**src/rtl/pbo_pkg.sv**
```systemverilog
// shared types, constants and helper functions for the periodic box overlap block
// no dependencies; imported by every module of the block
`default_nettype none

package pbo_pkg;

  // coordinate width default and fixed widths of the register fields
  localparam int COORD_BITS_DEF = 32;
  localparam int PERIOD_BITS    = 31;
  localparam int DIMS_BITS      = 2;
  localparam int NUM_AXES       = 3;
  localparam int NUM_FIELDS     = 4 * NUM_AXES;
  localparam int NUM_SHIFTS     = 27;
  localparam int OUT_DATA_BITS  = 8;

  localparam logic [DIMS_BITS-1:0]   DIMS_RESET   = 2'd3;
  localparam logic [PERIOD_BITS-1:0] PERIOD_RESET = 31'd16777216;

  // register indexes on the configuration port
  typedef enum logic [1:0] {
    CFG_DIMS     = 2'd0,
    CFG_PERIOD_X = 2'd1,
    CFG_PERIOD_Y = 2'd2,
    CFG_PERIOD_Z = 2'd3
  } cfg_index_t;

  typedef logic signed [1:0] shift_t;

  // strict overlap along one axis for the first box moved by -1, 0, +1 periods
  typedef struct packed {
    logic pos;
    logic zero;
    logic neg;
  } axis_ok_t;

  typedef struct packed {
    shift_t z;
    shift_t y;
    shift_t x;
  } shift3_t;

  typedef struct packed {
    shift3_t sh;
    logic    overlaps;
  } result_t;

  // shift code 0, 1, 2 stands for -1, 0, +1 periods
  function automatic logic pick_ok(axis_ok_t ok, int code);
    logic r;
    case (code)
      0:       r = ok.neg;
      1:       r = ok.zero;
      default: r = ok.pos;
    endcase
    return r;
  endfunction

  function automatic shift_t code_to_shift(int code);
    return 2'(code - 1);
  endfunction

  // candidate n enumerates x outermost: x code n/9, y code (n/3)%3, z code n%3
  function automatic int x_code(int n);
    return n / 9;
  endfunction

  function automatic int y_code(int n);
    return (n / 3) % 3;
  endfunction

  function automatic int z_code(int n);
    return n % 3;
  endfunction

  function automatic int nonzero_count(int n);
    return int'(x_code(n) != 1) + int'(y_code(n) != 1) + int'(z_code(n) != 1);
  endfunction

endpackage

`default_nettype wire

```
**src/rtl/pbo_axis.sv**
```systemverilog
// per-axis strict overlap flags for the three candidate shifts of the first box
// depends on pbo_pkg
`default_nettype none

module pbo_axis import pbo_pkg::*; #(
  parameter int COORD_BITS = COORD_BITS_DEF
) (
  input  wire logic signed [COORD_BITS-1:0]  lo1,
  input  wire logic signed [COORD_BITS-1:0]  hi1,
  input  wire logic signed [COORD_BITS-1:0]  lo2,
  input  wire logic signed [COORD_BITS-1:0]  hi2,
  input  wire logic        [PERIOD_BITS-1:0] period,
  output axis_ok_t                           ok
);

  // wide enough for coordinate plus or minus a period, exactly
  localparam int W = ((COORD_BITS > PERIOD_BITS + 1) ? COORD_BITS : PERIOD_BITS + 1) + 1;

  logic signed [W-1:0] lo1_e, hi1_e, lo2_e, hi2_e, per_e;

  assign lo1_e = $signed({{(W-COORD_BITS){lo1[COORD_BITS-1]}}, lo1});
  assign hi1_e = $signed({{(W-COORD_BITS){hi1[COORD_BITS-1]}}, hi1});
  assign lo2_e = $signed({{(W-COORD_BITS){lo2[COORD_BITS-1]}}, lo2});
  assign hi2_e = $signed({{(W-COORD_BITS){hi2[COORD_BITS-1]}}, hi2});
  assign per_e = $signed({{(W-PERIOD_BITS){1'b0}}, period});

  assign ok.neg  = ((lo1_e - per_e) < hi2_e) && ((hi1_e - per_e) > lo2_e);
  assign ok.zero = (lo1_e < hi2_e) && (hi1_e > lo2_e);
  assign ok.pos  = ((lo1_e + per_e) < hi2_e) && ((hi1_e + per_e) > lo2_e);

endmodule

`default_nettype wire

```
**src/rtl/pbo_select.sv**
```systemverilog
// picks the reported shift from the per-axis overlap flags
// depends on pbo_pkg
`default_nettype none

module pbo_select import pbo_pkg::*; (
  input  wire logic [DIMS_BITS-1:0] dims,
  input  wire axis_ok_t             ok_x,
  input  wire axis_ok_t             ok_y,
  input  wire axis_ok_t             ok_z,
  output result_t                   result
);

  logic                  use_y, use_z, direct;
  logic [NUM_SHIFTS-1:0] hit;
  logic                  any_hit  [1:3];
  shift3_t               first_sh [1:3];
  shift3_t               last_sh  [1:3];
  logic [1:0]            best_cnt;
  logic                  found;

  assign use_y  = dims[1];
  assign use_z  = (dims == 2'd3);
  assign direct = ((dims == 2'd0) || ok_x.zero) && (!use_y || ok_y.zero) &&
                  (!use_z || ok_z.zero);

  // overlap test of every shifted candidate, unused y and z axes pinned at zero shift
  always_comb begin
    for (int n = 0; n < NUM_SHIFTS; n++) begin
      hit[n] = (n != 13) &&
               (y_code(n) == 1 || use_y) && (z_code(n) == 1 || use_z) &&
               pick_ok(ok_x, x_code(n)) &&
               (!use_y || pick_ok(ok_y, y_code(n))) &&
               (!use_z || pick_ok(ok_z, z_code(n)));
    end
  end

  // per nonzero count: first and last hit in enumeration order
  always_comb begin
    for (int c = 1; c <= 3; c++) begin
      any_hit[c]  = 1'b0;
      first_sh[c] = '0;
      last_sh[c]  = '0;
    end
    for (int n = 0; n < NUM_SHIFTS; n++) begin
      for (int c = 1; c <= 3; c++) begin
        if (nonzero_count(n) == c && hit[n]) begin
          any_hit[c]   = 1'b1;
          last_sh[c].x = code_to_shift(x_code(n));
          last_sh[c].y = code_to_shift(y_code(n));
          last_sh[c].z = code_to_shift(z_code(n));
        end
      end
    end
    for (int n = NUM_SHIFTS - 1; n >= 0; n--) begin
      for (int c = 1; c <= 3; c++) begin
        if (nonzero_count(n) == c && hit[n]) begin
          first_sh[c].x = code_to_shift(x_code(n));
          first_sh[c].y = code_to_shift(y_code(n));
          first_sh[c].z = code_to_shift(z_code(n));
        end
      end
    end
  end

  always_comb begin
    found    = 1'b1;
    best_cnt = 2'd1;
    if (any_hit[3]) begin
      best_cnt = 2'd3;
    end else if (any_hit[2]) begin
      best_cnt = 2'd2;
    end else if (!any_hit[1]) begin
      found = 1'b0;
    end

    result = '0;
    if (direct) begin
      result.overlaps = 1'b1;
    end else if (found) begin
      result.overlaps = 1'b1;
      // all active axes shifted: earliest wins; otherwise latest of the best count
      if (best_cnt == dims) begin
        case (best_cnt)
          2'd3:    result.sh = first_sh[3];
          2'd2:    result.sh = first_sh[2];
          default: result.sh = first_sh[1];
        endcase
      end else begin
        case (best_cnt)
          2'd3:    result.sh = last_sh[3];
          2'd2:    result.sh = last_sh[2];
          default: result.sh = last_sh[1];
        endcase
      end
    end
  end

endmodule

`default_nettype wire

```
**src/rtl/periodic_box_overlap_shift.sv**
```systemverilog
// top level of the periodic box overlap test: stream ports, config registers, pipeline
// depends on pbo_pkg, pbo_axis, pbo_select
//
// usage
//   s_* carries box pairs: twelve COORD_BITS-bit signed fixed point coordinates,
//   packed box1_lo_xyz, box1_hi_xyz, box2_lo_xyz, box2_hi_xyz from bit 0 up.
//   m_* returns one result per pair: overlaps flag and a -1..1 shift per axis.
//   cfg_* writes dims (index 0) and the three periods (indexes 1 to 3);
//   cfg_ready is always high, writes are meant for idle periods only.
// timing
//   two register stages: the input register and the result register. an accepted
//   pair moves on to the result register, which drives m_tvalid. one pair per
//   cycle is sustained while m_tready is high; the critical path is the per-axis
//   add and compare of a coordinate with one period and the shift pick.
// stall
//   when the receiver holds m_tready low, the result register keeps its value
//   and the input register can still take one more pair; s_tready falls only
//   when both stages are full and the result is not taken.
// reset
//   rst is synchronous: both stages empty, dims = 3, every period = 1.0.
`default_nettype none

module periodic_box_overlap_shift import pbo_pkg::*; #(
  parameter int COORD_BITS = COORD_BITS_DEF,
  localparam int IN_BITS   = NUM_FIELDS * COORD_BITS,
  localparam int S_DATA_BITS = ((IN_BITS + 7) / 8) * 8
) (
  input  wire logic                     clk,
  input  wire logic                     rst,
  // config write channel
  input  wire logic                     cfg_valid,
  output      logic                     cfg_ready,
  input  wire logic [1:0]               cfg_index,
  input  wire logic [PERIOD_BITS-1:0]   cfg_data,
  // input stream
  input  wire logic                     s_tvalid,
  output      logic                     s_tready,
  // box1_lo_x, box1_lo_y, box1_lo_z, box1_hi_x, box1_hi_y, box1_hi_z,
  // box2_lo_x, box2_lo_y, box2_lo_z, box2_hi_x, box2_hi_y, box2_hi_z, zero fill
  input  wire logic [S_DATA_BITS-1:0]   s_tdata,
  // output stream
  output      logic                     m_tvalid,
  input  wire logic                     m_tready,
  // overlaps, shift_x, shift_y, shift_z, one zero bit
  output      logic [OUT_DATA_BITS-1:0] m_tdata
);

  // config registers
  logic [DIMS_BITS-1:0]   dims;
  logic [PERIOD_BITS-1:0] period [NUM_AXES];

  assign cfg_ready = 1'b1;

  always_ff @(posedge clk) begin
    if (rst) begin
      dims <= DIMS_RESET;
      for (int a = 0; a < NUM_AXES; a++) begin
        period[a] <= PERIOD_RESET;
      end
    end else if (cfg_valid) begin
      unique case (cfg_index_t'(cfg_index))
        CFG_DIMS:     dims      <= cfg_data[DIMS_BITS-1:0];
        CFG_PERIOD_X: period[0] <= cfg_data;
        CFG_PERIOD_Y: period[1] <= cfg_data;
        CFG_PERIOD_Z: period[2] <= cfg_data;
        default:      dims      <= dims;
      endcase
    end
  end

  // pipeline control: result stage advances when empty or taken
  logic    in_valid, out_valid;
  logic    adv_out, adv_in;
  logic [IN_BITS-1:0] in_data;
  result_t res, out_res;

  assign adv_out  = !out_valid || m_tready;
  assign adv_in   = !in_valid || adv_out;
  assign s_tready = adv_in;

  always_ff @(posedge clk) begin
    if (rst) begin
      in_valid  <= 1'b0;
      out_valid <= 1'b0;
    end else begin
      if (adv_in) begin
        in_valid <= s_tvalid;
      end
      if (adv_out) begin
        out_valid <= in_valid;
      end
    end
  end

  // payload registers
  always_ff @(posedge clk) begin
    if (adv_in && s_tvalid) begin
      in_data <= s_tdata[IN_BITS-1:0];
    end
    if (adv_out && in_valid) begin
      out_res <= res;
    end
  end

  // per-axis overlap flags
  axis_ok_t ok [NUM_AXES];

  for (genvar a = 0; a < NUM_AXES; a++) begin : g_axis
    pbo_axis #(
      .COORD_BITS (COORD_BITS)
    ) u_axis (
      .lo1    (in_data[a * COORD_BITS +: COORD_BITS]),
      .hi1    (in_data[(NUM_AXES + a) * COORD_BITS +: COORD_BITS]),
      .lo2    (in_data[(2 * NUM_AXES + a) * COORD_BITS +: COORD_BITS]),
      .hi2    (in_data[(3 * NUM_AXES + a) * COORD_BITS +: COORD_BITS]),
      .period (period[a]),
      .ok     (ok[a])
    );
  end

  pbo_select u_select (
    .dims   (dims),
    .ok_x   (ok[0]),
    .ok_y   (ok[1]),
    .ok_z   (ok[2]),
    .result (res)
  );

  assign m_tvalid = out_valid;
  assign m_tdata  = {1'b0, out_res.sh.z, out_res.sh.y, out_res.sh.x, out_res.overlaps};

  // no overlap always reports zero shift
  a_zero_shift_on_miss: assert property (@(posedge clk) disable iff (rst)
    out_valid && !out_res.overlaps |-> out_res.sh == '0)
    else $error("nonzero shift reported without overlap");

  // shift codes stay within -1..1
  a_shift_range: assert property (@(posedge clk) disable iff (rst)
    out_valid |-> (out_res.sh.x != 2'b10) && (out_res.sh.y != 2'b10) &&
                  (out_res.sh.z != 2'b10))
    else $error("shift code out of range");

  // input blocks only when both stages are full and the result is held
  a_ready_only_when_full: assert property (@(posedge clk) disable iff (rst)
    !s_tready |-> in_valid && out_valid && !m_tready)
    else $error("input stalled with room in the pipeline");

  // an accepted pair occupies the input stage on the next cycle
  a_accept_fills: assert property (@(posedge clk) disable iff (rst)
    s_tvalid && s_tready |=> in_valid)
    else $error("accepted pair lost");

endmodule

`default_nettype wire
```
**config.mk**
```make
export PLATFORM = sky130hd
export DESIGN_NAME = periodic_box_overlap_shift
export DESIGN_NICKNAME = d
export VERILOG_FILES = /design/src/rtl/pbo_pkg.sv /design/src/rtl/pbo_axis.sv /design/src/rtl/pbo_select.sv /design/src/rtl/periodic_box_overlap_shift.sv
export SDC_FILE = /design/constraint.sdc
export NUM_CORES = 2
export LEC_CHECK = 0
export ABC_AREA = 1
export ABC_CLOCK_PERIOD_IN_PS = 10100
export BUFFER_PORTS_ARGS = -buffer_cell sky130_fd_sc_hd__buf_2
export CAP_MARGIN = 10
export CORE_MARGIN = 2
export CORE_UTILIZATION = 33
export DETAILED_ROUTE_END_ITERATION = 6
export GPL_ROUTABILITY_DRIVEN = 0
export PLACE_DENSITY = 0.56
export SETUP_SLACK_MARGIN = 0.2
export SLEW_MARGIN = 20
export SYNTH_ARGS = -nofsm -noshare
export SYNTH_HDL_FRONTEND = slang
export SYNTH_SLANG_ARGS = --single-unit
```
**constraint.sdc**
```tcl
create_clock -name clk -period 10.1 [get_ports clk]
set_input_delay 0.505 -clock clk [delete_from_list [all_inputs] [get_ports clk]]
set_output_delay 0.505 -clock clk [all_outputs]
set_load 0.01 [all_outputs]
```
# == Word-level counts from Yosys, hierarchy flattened ==
# Memories as Yosys holds them, arrays and structs flattened.
# Cells that the tools add are included.
# W data, S select, Z words.
# word_totals
ramBits,93
n_memories,1
register_bits,395
# op_classes
eq_ne,7
n_addsub,12
mux,104
reduce_logical,83
order_cmp,18
bitwise,4
# mem_list
memory,depth,word_bits,read_ports,rd_ports_with_merged_regs,wr,line,source
period,3,31,3,0,3,periodic_box_overlap_shift.sv:50,logic [PERIOD_BITS-1:0] period [NUM_AXES];
# ops
operator,count
$mux W6,48
$add A32 B32 Y33,6
$gt A33 B32 Y1,6
$lt A33 B32 Y1,6
$sub A32 B32 Y33,6
$gt A32 B32 Y1,3
$lt A32 B32 Y1,3
$mux W31,3
$logic_and A1 B1 Y1,66
$mux W1,45
$pmux W6 S2,2
$eq A2 B2 Y1 const B,5
$logic_or A1 B1 Y1,9
$mux W2,3
$mux W5,1
$logic_not A1 Y1,4
$logic_not A2 Y1,2
$mux W4,1
$mux W3,1
$or A1 B1 Y1,3
$eq A2 B1 Y1 const B,1
$eq A2 B2 Y1,1
$reduce_and A2 Y1,1
$reduce_or A2 Y1,1
$not A1 Y1,1

# == Longest topological paths before layout ==
# An unclocked memory read counts as a cell.
# depth
ltp_word,24
mapped_depth,50
depth_no_buf,50

# == Hierarchy ==
# A second synthesis with hierarchy kept.
# hier_totals
hier_cells,7364
area_unflattened_um2,54463.5
# by_module_without_submodules
mod,seq_area_each_um2,area_each_um2,cells_each,n_inst
periodic_box_overlap_shift,14614.0,15067.0,585,1
pbo_axis at g_axis[2].u_axis,0.0,12941.2,2204,1
pbo_axis at g_axis[1].u_axis,0.0,12768.5,2196,1
pbo_axis at g_axis[0].u_axis,0.0,12682.2,2175,1
pbo_select,0.0,1004.7,204,1

# == Least setup slack after synthesis ==
# OpenSTA, ideal clock, no wires.
# synth_path
kind,input -> register
startpoint,input port m_tready
endpoint,register in_data[0] (enable)
setup_ns,0.733
arrival_ns,8.203
slack_ns,1.163
path_stages,4
t_required_ns,9.367
path_cell_list,inv_1 > nand3_1 > nand2_1 > inv_1
# synth_via
elab_chain_len,3
# synth_lines
element,line,source
"start, declared",periodic_box_overlap_shift.sv:43,"input wire logic m_tready,"
$logic_or A1 B1 Y1,periodic_box_overlap_shift.sv:77,assign adv_out = !out_valid || m_tready;
$logic_or A1 B1 Y1,periodic_box_overlap_shift.sv:78,assign adv_in = !in_valid || adv_out;
named net s_tready,periodic_box_overlap_shift.sv:37,"output logic s_tready,"
$logic_and A1 B1 Y1,periodic_box_overlap_shift.sv:97,if (adv_in && s_tvalid) begin
"end signal, assigned",periodic_box_overlap_shift.sv:98,in_data <= s_tdata[IN_BITS-1:0];
"end, declared",periodic_box_overlap_shift.sv:74,logic [IN_BITS-1:0] in_data;
# The timed path passes the listed nets, and every way through them passes these cells.
# A chain may end at the register's enable or synchronous reset.

==> impl_metrics.yaml <==
outcome:
  outcome: "complete, no violations"
cts:
  post_cts_buffers: 0
  cts.path.max_buffers: 3
  cts_tree: "built"
  htreeDepth: 2
  cts_root_buf: "clkbuf_16"
  hold_buffers: 367
  cts.sinks: 488
  cts_resized: 0
  clkLatencyLatePin_ns: 0.70
  clk_pin_slew_ns: 0.06
  cts-buffers-inserted: 60
sta:
  fin_worst_skew_ns: 0.0271
  tns_ns: 0
  relSlewSlack: 0.189
  setup_viol: 0
  maxSlewViolCount: 0
  rsz0062_at_grt: "false"
  fin_crit_sh: 0.610
  fmax_mhz: 162
  worstMarginPinSlew_ns: 1.21
  hold_viol: 0
  min_period_ns: 6.16
die:
  die_w_um: 391
  die_area_mm2: 0.153
  row_count: 141
  start_util: 0.333
  core_area_mm2: 0.148
  die-height_um: 391
  boundaryPins: 433
synth:
  yosysWarnings: 0
  synth.largest_area_cell: "edfxtp_1"
  synth.area.top_cells: "edfxtp_1 29%, ha_1 24%, nand2_1 8.2%"
  netlist_area_mm2: 0.0494
  synth.distinct_cells: 66
  synth-async-reset-ratio: 0
  syn-num-nets: 7448
  synth.avg_cell_area_um2: 8.14
  ys_ff_latch: 488
  syn_inst: 6063
  ys_seq_area_frac: 0.296
  synth-edff-count: 484
  dominantRegCellSynth: "edfxtp_1"
  synth.top_cell.area_share: 0.294
power_and_ir_drop:
  intPower_uw: 5130
  report.power.total_uw: 8560
  max-vdd-ir-drop_mv: 0.153
  pwr-share-clk: 0.274
  switching_share: 0.400
  switchingPower_uw: 3430
  pwr_density_cell_mw_per_mm2: 144
  p_seq_frac: 0.297
  p_comb_frac: 0.429
  p_leak_uw: 0.0294
setup_path:
  critPathMostFrequentCell: "nand2_1"
  r2r_start: "period[0][31]$_DFFE_PP_"
  ff2ff_path_depth: 36
  critPathSlowestCell: "edfxtp_1"
  cp_max_fo: 6
  r2r_end: "m_tdata[4]$_SDFFCE_PP0P_"
  max_stage_delay_ns: 0.50
  critPathKind: "reg -> reg"
  crit_required_ns: 10.56
  arrival_ns: 6.62
  cp-end-kind: "register"
  rrSetupSlack_ns: 3.94
  cp-start-kind: "register"
route:
  first_pass_iters: 5
  drt_iter0_markers: 3063
  drcViolationCount: 0
  vias: 43900
  routed_via_density: 4.98
  routed_wl_mm: 172
  drtAntennaViolNets: 0
  routedWlPerCell_um: 19.5
hold_path:
  hold_start: "s_tdata[288]"
  hold_end: "in_data[288]$_DFFE_PP_"
  holdCritPathClass: "in -> reg"
  hold-path-cell-count: 1
place:
  placed_cells: 8321
  io_buffers: 430
  dpl.hpwl_mm: 141
finish:
  area_growth_syn_to_layout_pct: 20.5
  ff_latch_area_mm2: 0.0146
  nNetsFinal: 8206
  final_cells: 8814
  fillers: 14900
  drive_gt1_frac: 0.107
  multi_input_area_mm2: 0.0305
global_route:
  grt_pass1_vias: 43100
  track_usage: 0.219
  grt_max_degree: 120
  gr-total-overflow: 0
  grt_pass1_wl_mm: 253
  antenna_found_initial: 29
run:
  maxCapViolations: 0
## worst max path at each step
stage | slack [ns] | startpoint | end | cells past startpoint
2_1_floorplan | 1.16 | m_tready | in_data[0]$_DFFE_PP_ | 4
3_3_place_gp | 4.07 | period[0][63]$_DFFE_PP_ | m_tdata[2]$_SDFFCE_PP0P_ | 40
3_5_place_dp | 4.07 | period[0][63]$_DFFE_PP_ | m_tdata[4]$_SDFFCE_PP0P_ | 40
4_1_cts | 4.05 | period[0][62]$_DFFE_PP_ | m_tdata[4]$_SDFFCE_PP0P_ | 38
5_1_grt | 3.39 | period[0][31]$_DFFE_PP_ | m_tdata[4]$_SDFFCE_PP0P_ | 44
6_report | 3.94 | period[0][31]$_DFFE_PP_ | m_tdata[4]$_SDFFCE_PP0P_ | 36
## worst max-delay path: cells and delay by family (launching register included)
kind,cells,cell delay [ns]
XOR/XNOR,1,0.23
AO/OA/AOI/OAI,10,1.60
AND/OR/NAND/NOR,19,2.30
flip-flops,1,0.50
adder cells (fa/ha/maj),3,0.99
buffers and inverters,3,0.32
## cells by family (layout without fill, tap and decap cells)
family                     after synthesis  count (layout)  share of synthesized area
and+or+nand+nor                       1915            1915                      0.164
xor gates and xnor gates               356             356                     0.0632
adders and majority gates              963             963                      0.246
other                                    2              17                   0.000152
buffers and inverters                 1131            1937                     0.0868
DFF                                    488             488                      0.296
AOI/OAI and AO/OA                     1208            1208                      0.144
## routing by layer
metal | share of wire | track usage | up-vias
met5 | 0.00043 | 0 | -
met4 | 0.044 | 0.0899 | 12
met3 | 0.072 | 0.0292 | 269
met2 | 0.43 | 0.343 | 1565
met1 | 0.45 | 0.303 | 20200
li1 | - | - | 21900
## cells in the final DEF (no fill, tap or decap), types with 28 or more instances in the layout
cell	netlist	layout
a21o_1	33	33
a21oi_1	662	662
a31oi_1	40	40
buf_2	8	430
clkbuf_16	0	60
dlygate4sd3_1	0	368
edfxtp_1	484	484
ha_1	951	951
inv_1	991	990
nand2_1	1077	1077
nand3_1	138	138
nand4_1	60	60
nor2_1	475	470
nor3_1	50	50
o21a_1	32	32
o21ai_0	171	171
o21ai_1	52	52
o21ai_2	28	28
xor2_1	347	347
## power by group through the flow
| stage | registers [uW] | logic, uW | clock network (uW) |
|---|---|---|---|
| floorplan | 2520 | 2560 | 0 |
| global placement | 2580 | 3440 | 0 |
| detailed placement | 2580 | 3500 | 0 |
| CTS | 2540 | 3630 | 2420 |
| global route | 2550 | 4160 | 2490 |
| finish | 2540 | 3670 | 2350 |
## cells in the mapped netlist (all sizes together) (3+ instances only)
library cell	n
edfxtp	484
dfxtp	4
o2111ai	6
nand3b	11
fa	12
nand3	151
ha	951
clkbuf	107
o21bai	30
a21boi	51
xnor2	9
o221ai	15
xor2	347
o211ai	16
buf	16
o21ai	251
inv	1008
nand4	63
a211oi	7
nor4	30
a21o	33
a221oi	9
nand2	1099
o31ai	19
nor2	498
o21a	32
a21oi	688
and3	3
and2	5
a31oi	43
nor3	53
## layout make-up
class,count,share of cell area
clock inverter,46,0.00981
sequential,488,0.246
tap,1930,0.0406
inverter,1008,0.0638
clock buffer,64,0.0255
multi-input combinational,4444,0.513
antenna,15,0.000631
timing repair buffer,819,0.101
## stage by stage
step | setup WS (ns) | cell area [um^2] | util | hold WS [ns]
after floorplan | 1.16 | 49400 | - | 0.445
after global placement | 4.07 | 53600 | 0.362 | 0.474
after detailed placement | 4.07 | 53600 | 0.362 | 0.484
after CTS | 4.05 | 59400 | 0.401 | 0.000807
after global routing | 3.39 | 59400 | 0.401 | 0.0177
final | 3.94 | 59500 | 0.401 | 0.0464
## flip-flops by register name, indices dropped and copies added, names as in the netlist
name and count:
m_tdata 7, period 93, m_tvalid 1, in_valid 1, dims 2, in_data 384
Power figures use the tool's default switching activity.
